$ cat src/mde_pkg.sv
// ---------------------------------------------------------------------------
// mde_pkg
// Shared types and codes for the MIPS decode and execute unit: the command
// and result transactions, the stage-to-stage bundles, opcode and funct
// codes, ALU operation codes and next-PC control codes.
// ---------------------------------------------------------------------------
`default_nettype none

package mde_pkg;

  // command transaction: one instruction with its operands
  typedef struct packed {
    logic [31:0] instr_word;
    logic [31:0] pc;
    logic [31:0] rs_value;
    logic [31:0] rt_value;
  } mde_cmd_t;

  // result transaction
  typedef struct packed {
    logic [31:0] alu_value;
    logic [4:0]  dest_reg;
    logic        wb_en;
    logic        mem_read;
    logic        mem_write;
    logic [1:0]  mem_size;
    logic [31:0] store_data;
    logic [31:0] next_pc;
    logic        illegal;
  } mde_res_t;

  // primary opcodes
  localparam logic [5:0] OP_SPECIAL = 6'h00;
  localparam logic [5:0] OP_REGIMM  = 6'h01;
  localparam logic [5:0] OP_J       = 6'h02;
  localparam logic [5:0] OP_JAL     = 6'h03;
  localparam logic [5:0] OP_BEQ     = 6'h04;
  localparam logic [5:0] OP_BNE     = 6'h05;
  localparam logic [5:0] OP_BLEZ    = 6'h06;
  localparam logic [5:0] OP_BGTZ    = 6'h07;
  localparam logic [5:0] OP_ADDI    = 6'h08;
  localparam logic [5:0] OP_ADDIU   = 6'h09;
  localparam logic [5:0] OP_SLTI    = 6'h0A;
  localparam logic [5:0] OP_SLTIU   = 6'h0B;
  localparam logic [5:0] OP_ANDI    = 6'h0C;
  localparam logic [5:0] OP_ORI     = 6'h0D;
  localparam logic [5:0] OP_XORI    = 6'h0E;
  localparam logic [5:0] OP_LUI     = 6'h0F;
  localparam logic [5:0] OP_LW      = 6'h23;
  localparam logic [5:0] OP_LBU     = 6'h24;
  localparam logic [5:0] OP_LHU     = 6'h25;
  localparam logic [5:0] OP_SB      = 6'h28;
  localparam logic [5:0] OP_SH      = 6'h29;
  localparam logic [5:0] OP_SW      = 6'h2B;

  // special funct codes
  localparam logic [5:0] FN_SLL  = 6'h00;
  localparam logic [5:0] FN_SRL  = 6'h02;
  localparam logic [5:0] FN_SRA  = 6'h03;
  localparam logic [5:0] FN_JR   = 6'h08;
  localparam logic [5:0] FN_JALR = 6'h09;
  localparam logic [5:0] FN_ADD  = 6'h20;
  localparam logic [5:0] FN_ADDU = 6'h21;
  localparam logic [5:0] FN_SUB  = 6'h22;
  localparam logic [5:0] FN_SUBU = 6'h23;
  localparam logic [5:0] FN_AND  = 6'h24;
  localparam logic [5:0] FN_OR   = 6'h25;
  localparam logic [5:0] FN_XOR  = 6'h26;
  localparam logic [5:0] FN_NOR  = 6'h27;
  localparam logic [5:0] FN_SLT  = 6'h2A;
  localparam logic [5:0] FN_SLTU = 6'h2B;

  // regimm rt codes
  localparam logic [4:0] RT_BLTZ = 5'd0;
  localparam logic [4:0] RT_BGEZ = 5'd1;

  // link and zero registers
  localparam logic [4:0] REG_LINK = 5'd31;
  localparam logic [4:0] REG_ZERO = 5'd0;

  // memory access sizes
  localparam logic [1:0] SZ_BYTE = 2'd0;
  localparam logic [1:0] SZ_HALF = 2'd1;
  localparam logic [1:0] SZ_WORD = 2'd2;

  // alu operations
  localparam logic [3:0] ALU_ZERO = 4'd0;
  localparam logic [3:0] ALU_ADD  = 4'd1;
  localparam logic [3:0] ALU_SUB  = 4'd2;
  localparam logic [3:0] ALU_AND  = 4'd3;
  localparam logic [3:0] ALU_OR   = 4'd4;
  localparam logic [3:0] ALU_XOR  = 4'd5;
  localparam logic [3:0] ALU_NOR  = 4'd6;
  localparam logic [3:0] ALU_SLT  = 4'd7;
  localparam logic [3:0] ALU_SLTU = 4'd8;
  localparam logic [3:0] ALU_SLL  = 4'd9;
  localparam logic [3:0] ALU_SRL  = 4'd10;
  localparam logic [3:0] ALU_SRA  = 4'd11;
  localparam logic [3:0] ALU_PASS = 4'd12;

  // source of the redirect address
  localparam logic [1:0] NPC_SEQ  = 2'd0;
  localparam logic [1:0] NPC_BR   = 2'd1;
  localparam logic [1:0] NPC_JUMP = 2'd2;
  localparam logic [1:0] NPC_REG  = 2'd3;

  // redirect conditions
  localparam logic [2:0] BR_NONE   = 3'd0;
  localparam logic [2:0] BR_EQ     = 3'd1;
  localparam logic [2:0] BR_NE     = 3'd2;
  localparam logic [2:0] BR_LEZ    = 3'd3;
  localparam logic [2:0] BR_GTZ    = 3'd4;
  localparam logic [2:0] BR_LTZ    = 3'd5;
  localparam logic [2:0] BR_GEZ    = 3'd6;
  localparam logic [2:0] BR_ALWAYS = 3'd7;

  // decode stage bundle
  typedef struct packed {
    logic        valid;
    logic [3:0]  alu_op;
    logic [31:0] opa;
    logic [31:0] opb;
    logic [4:0]  shamt;
    logic [4:0]  dest_reg;
    logic        wb_en;
    logic        mem_read;
    logic        mem_write;
    logic [1:0]  mem_size;
    logic [31:0] store_data;
    logic [31:0] pc4;
    logic [31:0] tgt;
    logic [1:0]  npc_src;
    logic [2:0]  br_kind;
    logic        illegal;
  } mde_dec_t;

  // execute stage bundle
  typedef struct packed {
    logic        valid;
    logic [31:0] alu_value;
    logic [4:0]  dest_reg;
    logic        wb_en;
    logic        mem_read;
    logic        mem_write;
    logic [1:0]  mem_size;
    logic [31:0] store_data;
    logic [31:0] pc4;
    logic [31:0] alt_pc;
    logic [2:0]  br_kind;
    logic        a_eq_b;
    logic        a_neg;
    logic        a_zero;
    logic        illegal;
  } mde_exe_t;

endpackage

`default_nettype wire

$ cat src/mde_decode.sv
// ---------------------------------------------------------------------------
// mde_decode
// First pipeline stage: splits the instruction word, selects ALU operands,
// destination and memory controls, forms pc+4 and the jump or branch
// offset, and flags unsupported encodings.
// ---------------------------------------------------------------------------
`default_nettype none

module mde_decode
  import mde_pkg::*;
(
  input  wire logic     clk,
  input  wire logic     rst,
  input  wire logic     in_valid,
  input  wire mde_cmd_t cmd,
  output mde_dec_t      dec
);

  logic [5:0]  op;
  logic [4:0]  rt;
  logic [4:0]  rd;
  logic [5:0]  fn;
  logic [15:0] imm;
  logic [31:0] simm;
  logic [31:0] zimm;
  logic [31:0] pc4;
  mde_dec_t    dec_next;

  // instruction fields
  assign op   = cmd.instr_word[31:26];
  assign rt   = cmd.instr_word[20:16];
  assign rd   = cmd.instr_word[15:11];
  assign fn   = cmd.instr_word[5:0];
  assign imm  = cmd.instr_word[15:0];
  assign simm = {{16{imm[15]}}, imm};
  assign zimm = {16'h0000, imm};
  assign pc4  = cmd.pc + 32'd4;

  // control decode
  always_comb begin
    dec_next            = '0;
    dec_next.valid      = in_valid;
    dec_next.alu_op     = ALU_ZERO;
    dec_next.opa        = cmd.rs_value;
    dec_next.opb        = cmd.rt_value;
    dec_next.shamt      = cmd.instr_word[10:6];
    dec_next.dest_reg   = REG_ZERO;
    dec_next.mem_size   = SZ_BYTE;
    dec_next.pc4        = pc4;
    dec_next.tgt        = {simm[29:0], 2'b00};
    dec_next.npc_src    = NPC_SEQ;
    dec_next.br_kind    = BR_NONE;

    unique case (op) inside
      OP_SPECIAL: begin
        dec_next.dest_reg = rd;
        dec_next.wb_en    = 1'b1;
        unique case (fn) inside
          FN_ADD, FN_ADDU: dec_next.alu_op = ALU_ADD;
          FN_SUB, FN_SUBU: dec_next.alu_op = ALU_SUB;
          FN_AND:  dec_next.alu_op = ALU_AND;
          FN_OR:   dec_next.alu_op = ALU_OR;
          FN_XOR:  dec_next.alu_op = ALU_XOR;
          FN_NOR:  dec_next.alu_op = ALU_NOR;
          FN_SLT:  dec_next.alu_op = ALU_SLT;
          FN_SLTU: dec_next.alu_op = ALU_SLTU;
          FN_SLL:  dec_next.alu_op = ALU_SLL;
          FN_SRL:  dec_next.alu_op = ALU_SRL;
          FN_SRA:  dec_next.alu_op = ALU_SRA;
          FN_JR: begin
            dec_next.dest_reg = REG_ZERO;
            dec_next.wb_en    = 1'b0;
            dec_next.npc_src  = NPC_REG;
            dec_next.br_kind  = BR_ALWAYS;
          end
          FN_JALR: begin
            dec_next.dest_reg = REG_LINK;
            dec_next.alu_op   = ALU_PASS;
            dec_next.opb      = pc4;
            dec_next.npc_src  = NPC_REG;
            dec_next.br_kind  = BR_ALWAYS;
          end
          default: dec_next.illegal = 1'b1;
        endcase
      end
      OP_J: begin
        dec_next.tgt     = {pc4[31:28], cmd.instr_word[25:0], 2'b00};
        dec_next.npc_src = NPC_JUMP;
        dec_next.br_kind = BR_ALWAYS;
      end
      OP_JAL: begin
        dec_next.tgt      = {pc4[31:28], cmd.instr_word[25:0], 2'b00};
        dec_next.npc_src  = NPC_JUMP;
        dec_next.br_kind  = BR_ALWAYS;
        dec_next.dest_reg = REG_LINK;
        dec_next.wb_en    = 1'b1;
        dec_next.alu_op   = ALU_PASS;
        dec_next.opb      = pc4;
      end
      OP_REGIMM, OP_BEQ, OP_BNE, OP_BLEZ, OP_BGTZ: begin
        dec_next.alu_op  = ALU_SUB;
        dec_next.npc_src = NPC_BR;
        unique case (op)
          OP_BEQ:  dec_next.br_kind = BR_EQ;
          OP_BNE:  dec_next.br_kind = BR_NE;
          OP_BLEZ: dec_next.br_kind = BR_LEZ;
          OP_BGTZ: dec_next.br_kind = BR_GTZ;
          default: begin
            if (rt == RT_BLTZ) begin
              dec_next.br_kind = BR_LTZ;
            end else if (rt == RT_BGEZ) begin
              dec_next.br_kind = BR_GEZ;
            end else begin
              dec_next.illegal = 1'b1;
            end
          end
        endcase
      end
      OP_ADDI, OP_ADDIU, OP_SLTI, OP_SLTIU, OP_ANDI, OP_ORI, OP_XORI, OP_LUI: begin
        dec_next.dest_reg = rt;
        dec_next.wb_en    = 1'b1;
        dec_next.opb      = simm;
        unique case (op) inside
          OP_ADDI, OP_ADDIU: dec_next.alu_op = ALU_ADD;
          OP_SLTI:  dec_next.alu_op = ALU_SLT;
          OP_SLTIU: dec_next.alu_op = ALU_SLTU;
          OP_ANDI: begin
            dec_next.alu_op = ALU_AND;
            dec_next.opb    = zimm;
          end
          OP_ORI: begin
            dec_next.alu_op = ALU_OR;
            dec_next.opb    = zimm;
          end
          OP_XORI: begin
            dec_next.alu_op = ALU_XOR;
            dec_next.opb    = zimm;
          end
          default: begin
            dec_next.alu_op = ALU_PASS;
            dec_next.opb    = {imm, 16'h0000};
          end
        endcase
      end
      OP_LW, OP_LBU, OP_LHU: begin
        dec_next.alu_op   = ALU_ADD;
        dec_next.opb      = simm;
        dec_next.dest_reg = rt;
        dec_next.wb_en    = 1'b1;
        dec_next.mem_read = 1'b1;
        dec_next.mem_size = (op == OP_LW) ? SZ_WORD :
                            (op == OP_LBU) ? SZ_BYTE : SZ_HALF;
      end
      OP_SB, OP_SH, OP_SW: begin
        dec_next.alu_op     = ALU_ADD;
        dec_next.opb        = simm;
        dec_next.mem_write  = 1'b1;
        dec_next.store_data = cmd.rt_value;
        dec_next.mem_size   = (op == OP_SW) ? SZ_WORD :
                              (op == OP_SB) ? SZ_BYTE : SZ_HALF;
      end
      default: dec_next.illegal = 1'b1;
    endcase

    // unsupported encodings produce an all-quiet result with a sequential pc
    if (dec_next.illegal) begin
      dec_next.alu_op     = ALU_ZERO;
      dec_next.dest_reg   = REG_ZERO;
      dec_next.wb_en      = 1'b0;
      dec_next.mem_read   = 1'b0;
      dec_next.mem_write  = 1'b0;
      dec_next.mem_size   = SZ_BYTE;
      dec_next.store_data = '0;
      dec_next.npc_src    = NPC_SEQ;
      dec_next.br_kind    = BR_NONE;
    end

    // writes to r0 are dropped
    if (dec_next.dest_reg == REG_ZERO) begin
      dec_next.wb_en = 1'b0;
    end
  end

  // stage register, cleared on reset
  always_ff @(posedge clk) begin
    if (rst) begin
      dec <= '0;
    end else begin
      dec <= dec_next;
    end
  end

endmodule

`default_nettype wire

$ cat src/mde_execute.sv
// ---------------------------------------------------------------------------
// mde_execute
// Second pipeline stage: runs the ALU, forms the branch target and the
// redirect address, and captures the operand flags that branch conditions
// need.
// ---------------------------------------------------------------------------
`default_nettype none

module mde_execute
  import mde_pkg::*;
(
  input  wire logic     clk,
  input  wire logic     rst,
  input  wire mde_dec_t dec,
  output mde_exe_t      exe
);

  logic [31:0] alu_out;
  logic [31:0] alt_pc;
  mde_exe_t    exe_next;

  // alu
  always_comb begin
    unique case (dec.alu_op)
      ALU_ADD:  alu_out = dec.opa + dec.opb;
      ALU_SUB:  alu_out = dec.opa - dec.opb;
      ALU_AND:  alu_out = dec.opa & dec.opb;
      ALU_OR:   alu_out = dec.opa | dec.opb;
      ALU_XOR:  alu_out = dec.opa ^ dec.opb;
      ALU_NOR:  alu_out = ~(dec.opa | dec.opb);
      ALU_SLT:  alu_out = {31'b0, $signed(dec.opa) < $signed(dec.opb)};
      ALU_SLTU: alu_out = {31'b0, dec.opa < dec.opb};
      ALU_SLL:  alu_out = dec.opb << dec.shamt;
      ALU_SRL:  alu_out = dec.opb >> dec.shamt;
      ALU_SRA:  alu_out = 32'($signed(dec.opb) >>> dec.shamt);
      ALU_PASS: alu_out = dec.opb;
      default:  alu_out = '0;
    endcase
  end

  // redirect address
  always_comb begin
    unique case (dec.npc_src)
      NPC_BR:   alt_pc = dec.pc4 + dec.tgt;
      NPC_JUMP: alt_pc = dec.tgt;
      NPC_REG:  alt_pc = dec.opa;
      default:  alt_pc = dec.pc4;
    endcase
  end

  // stage bundle
  always_comb begin
    exe_next.valid      = dec.valid;
    exe_next.alu_value  = alu_out;
    exe_next.dest_reg   = dec.dest_reg;
    exe_next.wb_en      = dec.wb_en;
    exe_next.mem_read   = dec.mem_read;
    exe_next.mem_write  = dec.mem_write;
    exe_next.mem_size   = dec.mem_size;
    exe_next.store_data = dec.store_data;
    exe_next.pc4        = dec.pc4;
    exe_next.alt_pc     = alt_pc;
    exe_next.br_kind    = dec.br_kind;
    exe_next.a_eq_b     = (dec.opa == dec.opb);
    exe_next.a_neg      = dec.opa[31];
    exe_next.a_zero     = (dec.opa == '0);
    exe_next.illegal    = dec.illegal;
  end

  // stage register, cleared on reset
  always_ff @(posedge clk) begin
    if (rst) begin
      exe <= '0;
    end else begin
      exe <= exe_next;
    end
  end

endmodule

`default_nettype wire

$ cat src/mde_resolve.sv
// ---------------------------------------------------------------------------
// mde_resolve
// Third pipeline stage: evaluates the branch condition, picks the next pc
// and registers the finished result with its strobe.
// ---------------------------------------------------------------------------
`default_nettype none

module mde_resolve
  import mde_pkg::*;
(
  input  wire logic     clk,
  input  wire logic     rst,
  input  wire mde_exe_t exe,
  output logic          done,
  output mde_res_t      result
);

  logic     taken;
  mde_res_t result_next;

  // branch condition
  always_comb begin
    unique case (exe.br_kind)
      BR_EQ:     taken = exe.a_eq_b;
      BR_NE:     taken = !exe.a_eq_b;
      BR_LEZ:    taken = exe.a_neg || exe.a_zero;
      BR_GTZ:    taken = !exe.a_neg && !exe.a_zero;
      BR_LTZ:    taken = exe.a_neg;
      BR_GEZ:    taken = !exe.a_neg;
      BR_ALWAYS: taken = 1'b1;
      default:   taken = 1'b0;
    endcase
  end

  // result assembly
  always_comb begin
    result_next.alu_value  = exe.alu_value;
    result_next.dest_reg   = exe.dest_reg;
    result_next.wb_en      = exe.wb_en;
    result_next.mem_read   = exe.mem_read;
    result_next.mem_write  = exe.mem_write;
    result_next.mem_size   = exe.mem_size;
    result_next.store_data = exe.store_data;
    result_next.next_pc    = taken ? exe.alt_pc : exe.pc4;
    result_next.illegal    = exe.illegal;
  end

  // output register
  always_ff @(posedge clk) begin
    result <= result_next;
    if (rst) begin
      done <= 1'b0;
    end else begin
      done <= exe.valid;
    end
  end

endmodule

`default_nettype wire

$ cat src/mips_decode_execute_unit.sv
// ---------------------------------------------------------------------------
// mips_decode_execute_unit
// A result strobes on done after the decode, execute and resolve registers.
// Throughput: one instruction per cycle through decode, execute and resolve.
// Each stage holds one register level; the receiver cannot stall, so busy
// is only high while rst is asserted.
// Reset clears the decode and execute stage registers and done; the result
// payload is not reset.
// ---------------------------------------------------------------------------
`default_nettype none

module mips_decode_execute_unit
  import mde_pkg::*;
(
  input  wire logic     clk,
  input  wire logic     rst,
  input  wire logic     start,
  output logic          busy,
  input  wire mde_cmd_t cmd,
  output logic          done,
  output mde_res_t      result
);

  logic     accept;
  mde_dec_t dec;
  mde_exe_t exe;

  // command transaction handshake
  assign busy   = rst;
  assign accept = start && !busy;

  mde_decode u_decode (
    .clk      (clk),
    .rst      (rst),
    .in_valid (accept),
    .cmd      (cmd),
    .dec      (dec)
  );

  mde_execute u_execute (
    .clk (clk),
    .rst (rst),
    .dec (dec),
    .exe (exe)
  );

  mde_resolve u_resolve (
    .clk    (clk),
    .rst    (rst),
    .exe    (exe),
    .done   (done),
    .result (result)
  );

  // every accepted transaction later yields a result on done
  a_latency : assert property (@(posedge clk) disable iff (rst)
    accept |-> ##3 done)
    else $error("accepted transaction did not complete on time");

  // every result comes from an earlier accepted transaction
  a_no_spurious : assert property (@(posedge clk) disable iff (rst)
    done |-> $past(accept, 3))
    else $error("result strobe without matching transaction");

  // illegal instructions fall through to pc+4
  a_illegal_seq : assert property (@(posedge clk) disable iff (rst)
    (done && result.illegal) |-> (result.next_pc == $past(cmd.pc, 3) + 32'd4))
    else $error("illegal instruction redirected the pc");

  // stores carry the rt value of their own transaction
  a_store_data : assert property (@(posedge clk) disable iff (rst)
    (done && result.mem_write) |-> (result.store_data == $past(cmd.rt_value, 3)))
    else $error("store data does not match its transaction");

endmodule

`default_nettype wire
$ cat config.mk
export PLATFORM = sky130hd
export DESIGN_NAME = mips_decode_execute_unit
export DESIGN_NICKNAME = d
export VERILOG_FILES = /design/src/mde_pkg.sv /design/src/mde_decode.sv /design/src/mde_execute.sv /design/src/mde_resolve.sv /design/src/mips_decode_execute_unit.sv
export SDC_FILE = /design/constraint.sdc
export NUM_CORES = 1
export LEC_CHECK = 0
export BUFFER_PORTS_ARGS = -buffer_cell sky130_fd_sc_hd__buf_2
export CAP_MARGIN = 5
export CORE_MARGIN = 4
export CORE_UTILIZATION = 50
export CTS_CLUSTER_DIAMETER = 200
export DETAILED_ROUTE_END_ITERATION = 10
export MAX_ROUTING_LAYER = met4
export PLACE_DENSITY = 0.8
export SLEW_MARGIN = 0
export SYNTH_ARGS = -nofsm -noshare
export SYNTH_HDL_FRONTEND = slang
export SYNTH_HIERARCHICAL = 1
export SYNTH_SLANG_ARGS = --single-unit
$ cat constraint.sdc
create_clock -name clk -period 7.2 [get_ports clk]
set_input_delay 0.72 -clock clk [delete_from_list [all_inputs] [get_ports clk]]
set_output_delay 0.72 -clock clk [all_outputs]
set_load 0.02 [all_outputs]
; ---- Yosys cells after proc, flatten, opt, wreduce, memory -nomap -nowiden
; Index checks and enable logic that the tools add are counted.
[word_totals]
regBits = 440
in_bits = 131
wordCells = 178
[classes]
addsub = 4
n_lt_le_gt_ge = 2
n_eq_ne = 59
shift = 3
n_mux = 33
bitwise_logic = 5
reduce_logical = 31
[ops]
columns = cell, n
row1 = one-hot mux 32 bit (12 select lines), 1
row2 = 2-to-1 mux 32 bit, 4
row3 = one-hot mux 32 bit (4 select lines), 1
row4 = "== test 6 bit, second input constant", 16
row5 = one-hot mux 32 bit (3 select lines), 1
row6 = adder 32 bit, 2
row7 = < comparator 32 bit, 2
row8 = one-hot mux 32 bit (2 select lines), 1
row9 = "== test 6 x 4 -> 1 bit, second input constant", 10
row10 = one-hot mux 4 bit (12 select lines), 1
row11 = 2-to-1 mux 42 bit, 1
row12 = "adder 32 x 3 -> 32 bit, second input constant", 1
row13 = bitwise AND 32 bit, 1
row14 = == test 32 bit, 1
row15 = logical NOT 32 bit, 1
row16 = inverter 32 bit, 1
row17 = bitwise OR 32 bit, 1
row18 = << shifter 32 x 5 -> 32 bit, 1
row19 = right shift 32 x 5 -> 32 bit, 1
row20 = >>> shifter 32 x 5 -> 32 bit, 1
row21 = subtractor 32 bit, 1
row22 = XOR 32 bit, 1
row23 = "== test 6 x 2 -> 1 bit, second input constant", 4
row24 = "== test 6 x 3 -> 1 bit, second input constant", 4
row25 = other kinds (39), 78

; ---- Logic depth before layout (Yosys ltp)
[logic_depth]
word_depth = 8
depth_mapped = 14
ltp_nobuf = 12

; ---- By module
; The synthesis kept the hierarchy.
[by_module_without_submodules]
columns = module, n_inst, cells_each, area_per_inst_um2
row1 = mde_execute, 1, 1942, 15255.9
row2 = mde_decode, 1, 707, 6821.5
row3 = mde_resolve, 1, 153, 2637.5
row4 = mips_decode_execute_unit, 1, 2, 21.3

; ---- Least setup slack after synthesis
; OpenSTA, ideal clock, no wires.
[synth_timing]
path_type = reg-to-reg
startpoint = reg, netlist name u_decode/dec[120]
endpoint = reg, netlist name u_execute/exe[132]
setup_time_ns = 0.074
arrival_time_ns = 2.893
slack_ns = 4.233
stages_incl_launch_ff = 14
cell_sequence = dfxtp_1 clkbuf_1 inv_1 ha_1 buf_2 and3_1 o2bb2ai_1 a311o_1 a211oi_1 o21ai_1 a221oi_1 xnor2_1 nand2_1 a31oi_1
[synth_between]
elab_chain_len = 2
word_cells_on_any_way = 6
[synth_rtl]
columns = element, line_no
row1 = "subtractor 32 bit, or another cell as far along", mde_execute.sv:26  ; ALU_SUB: alu_out = dec.opa - dec.opb;
row2 = one-hot mux 32 bit (12 select lines) (*), mde_execute.sv:24  ; unique case (dec.alu_op)
; Mark *: on every way between the ends. The rest lies on a longest branch, timed or not.
; A chain may end at the register's enable or synchronous reset.

; ---- Worst setup path after layout
[layout_timing]
startpoint = reg, netlist name u_decode/dec[114]
endpoint = reg, netlist name u_execute/exe[140]
[layout_between]
elab_chain_len = 2
word_cells_on_any_way = 4
[layout_rtl]
columns = element, line_no
row1 = ">>> shifter 32 x 5 -> 32 bit, or another cell as far along", mde_execute.sv:35  ; ALU_SRA: alu_out = 32'($signed(dec.opb) >>> dec.shamt);
row2 = one-hot mux 32 bit (12 select lines) (*), mde_execute.sv:24
; Marked as above.

==> reports/metrics.yaml <==
hold_class: "reg2reg"
power_density_nw_per_um2: 216.2
htreeDepth: 2
drive_gt1_frac: 0.1712
cts-resized-gates: 0
synth_edf_count: 0
reg2reg_to: "u_execute/exe[140]"
cts_tree: "done"
io_buffers: 239
post_dp_cell_area_um2: 26240
crit_chain: "buf_4 > nand2_1 > o21ai_0 > mux2i_1 > a21oi_1 > nor2_1 > or3_1 > a21oi_1 > nor2_1 > a31oi_1"
slew_headroom: -0.03262
vias_per_cell: 6.532
r2r_setup_slack_ns: 3.16
grtUsageMet2: 0.5632
drt_iter0_drc: 3761
hpwl_um: 75980
crit_path_start_kind: "register"
fin_util: 0.5657
crit_required_ns: 7.69
wl_per_cell_um: 27.58
fin_skew_ns: 0.02545
detail_route.first_pass.iterations: 9
finalSetupViolations: 0
synth.most_common_cell: "dfxtp_1"
synthDistinctLibCells: 94
finish.net_count: 3194
synth_common_cells: "dfxtp_1 (433), nor2_1 (221), nand2_1 (187)"
leakage_uw: 0.01117
synthCells: 2804
post-route-period-util: 0.5606
grt_max_degree: 96
coreArea_um2: 48950
ys.flop_type: "dfxtp_1"
critPathKind: "reg2reg"
routed_wl_um: 100200
yosys_warnings: 6
rsz0062_at_grt: "no"
path_max_fanout: 75
overflow: 0
grt_pass1_wl_um: 146100
clk_pin_slew_ns: 0.06
r2r_cells: 10
fin_area_um2: 27690
vias: 23730
hold_buffers: 0
hold_violations: 0
cp.depth: 10
synthTopCellsByArea: "dfxtp_1 (35%), ha_1 (6.5%), mux4_2 (4.5%)"
ys_seq_area_frac: 0.3504
clkSinkCount: 433
gp_congestion: 1.119
post-place-ws_ns: 3.157
row_count: 81
async_reset_ff_frac: 0
post_cts_buffers: 0
hp-start: "u_execute/exe[137]"
fp.dieH_um: 230.4
whs_path_depth: 0
crit_path_end_kind: "register"
die_w_um: 230.4
grt-busiest-layer: "met2"
ir_worst_vdd_v: 0.0001645
critical_path_buf_inv_count: 1
initial_core_util: 0.5053
grt_use_met3: 0.07083
p_total_uw: 5985
violations: "max-capacitance violations, max-slew violations"
clk_path_buf_depth: 3
cpPeakStageDelay_ns: 0.76
netlist_area_um2: 24740
dieArea_um2: 53100
avgSynthCellArea_um2: 8.822
antenna_found_initial: 10
status: "complete, but fails checks"
cts_buffers: 44
root_buffer: "clkbuf_16"
synth.largest_area_cell: "dfxtp_1"
met1_usage: 0.4523
route.detailed.drc: 0
clock_latency_ns: 0.59
synth_top_area_share: 0.3504
period_needed_ns: 4.036
ant_nets: 0
ys_seq_elements: 433
grt_use_total: 0.3709
ios: 240
finalWorstSetupSlack_ns: 3.164
hold_end: "u_resolve/result[99]"
cpLargestDelayFamily: "compound AO/OA/AOI/OAI gates"
fmax_ghz: 0.2478
cp_slowest_cell: "buf_4"
drv_cap: 1
setup_tns_ns: 0
slew_violations: 2
grt_pass1_vias: 22520
timing.rr.start: "u_decode/dec[114]"
crit_arrival_ns: 4.53
tightest_slew_ns: 1.510
area_delta_synth_final_pct: 11.94
## registers in the layout, summed over array words and instances, names as in the netlist
register / count
u_resolve/done: 1
u_decode/dec: 179
u_resolve/result: 107
u_execute/exe: 146
## worst register-to-register path, delay by kind of cell, from the launching register on
family / cells / cell delay [ns]
AO/OA/AOI/OAI: 4 / 1.56
buffers and inverters: 1 / 0.77
flip-flops: 1 / 0.56
multiplexers: 1 / 0.21
AND/OR/NAND/NOR: 4 / 0.85
## final cells by class
| cell class | instances | area, µm² |
|---|---|---|
| fill | 4434 | 21260 |
| multi-input combinational | 2053 | 14770 |
| sequential | 433 | 8682 |
| timing repair buffer | 280 | 1510 |
| clock buffer | 55 | 1162 |
| tap | 664 | 830.8 |
| inverter | 120 | 450.4 |
| clock inverter | 20 | 266.5 |
| antenna | 8 | 20.02 |
## power breakdown
part / leakage (µW) / total, µW / switching, µW / internal, µW
clock: 0.000688 / 2290 / 989 / 1300
combinational: 0.00694 / 1120 / 714 / 402
sequential: 0.00354 / 2580 / 111 / 2470
## metal layers
| metal | part of all wire | routed length [µm] | vias to the layer above |
|---|---|---|---|
| met5 | 0 | 0 | - |
| met1 | 0.37 | 37320 | 11260 |
| met2 | 0.44 | 43950 | 1651 |
| li1 | - | - | 10400 |
| met4 | 0.084 | 8436 | 0 |
| met3 | 0.10 | 10480 | 420 |
## layout by cell type (no fill, tap or decap), types with 26 or more instances in the layout
| cell | synthesis | final |
|---|---|---|
| dfxtp_1 | 433 | 428 |
| buf_2 | 43 | 238 |
| nor2_1 | 221 | 221 |
| nand2_1 | 187 | 187 |
| nor2b_1 | 175 | 175 |
| a21oi_1 | 160 | 160 |
| o21ai_0 | 147 | 146 |
| ha_1 | 128 | 128 |
| inv_1 | 119 | 119 |
| mux2i_1 | 77 | 77 |
| mux2_2 | 66 | 66 |
| and2_1 | 56 | 56 |
| a211oi_1 | 52 | 52 |
| nand3_1 | 50 | 50 |
| mux4_2 | 49 | 49 |
| clkbuf_16 | 0 | 44 |
| nor3_1 | 48 | 44 |
| xnor2_1 | 43 | 43 |
| buf_4 | 9 | 41 |
| o22ai_1 | 36 | 36 |
| nand2b_1 | 32 | 32 |
| o21bai_1 | 31 | 31 |
| a21o_1 | 31 | 31 |
| a31oi_1 | 29 | 29 |
| nand4_1 | 28 | 28 |
| o211ai_1 | 27 | 27 |
| xor2_1 | 27 | 27 |
| a22oi_1 | 26 | 26 |
## per-stage QoR
stage                     cells  hold WS (ns)
after floorplan            2805        0.3096
final                      3633        0.3060
after global placement     3550        0.3121
after global routing       3633        0.3276
after detailed placement   3550        0.3121
after CTS                  3625        0.3123
## cell families (layout without fill, tap and decap cells)
kind of cell	Yosys count	after routing	synth area share
mux	194	194	0.1067
xor+xnor	70	70	0.02479
other cells	1	10	0.0001516
compound gates	761	761	0.2110
simple gates	895	895	0.1860
buf+inv	319	475	0.05377
fa+ha+maj	131	131	0.06717
flops	433	433	0.3504
## worst max path at each step
stage	start	to	slack, ns
finish	u_decode/dec[114]	u_execute/exe[140]	3.16
global route	u_decode/dec[112]	u_execute/exe[139]	3.10
CTS	u_decode/dec[112]	u_execute/exe[139]	3.42
detailed placement	cmd[116]	u_decode/dec[184]	3.16
global placement	cmd[116]	u_decode/dec[184]	3.32
floorplan	u_decode/dec[120]	u_execute/exe[132]	4.23
Note: power is estimated with default switching activity, not from simulation.
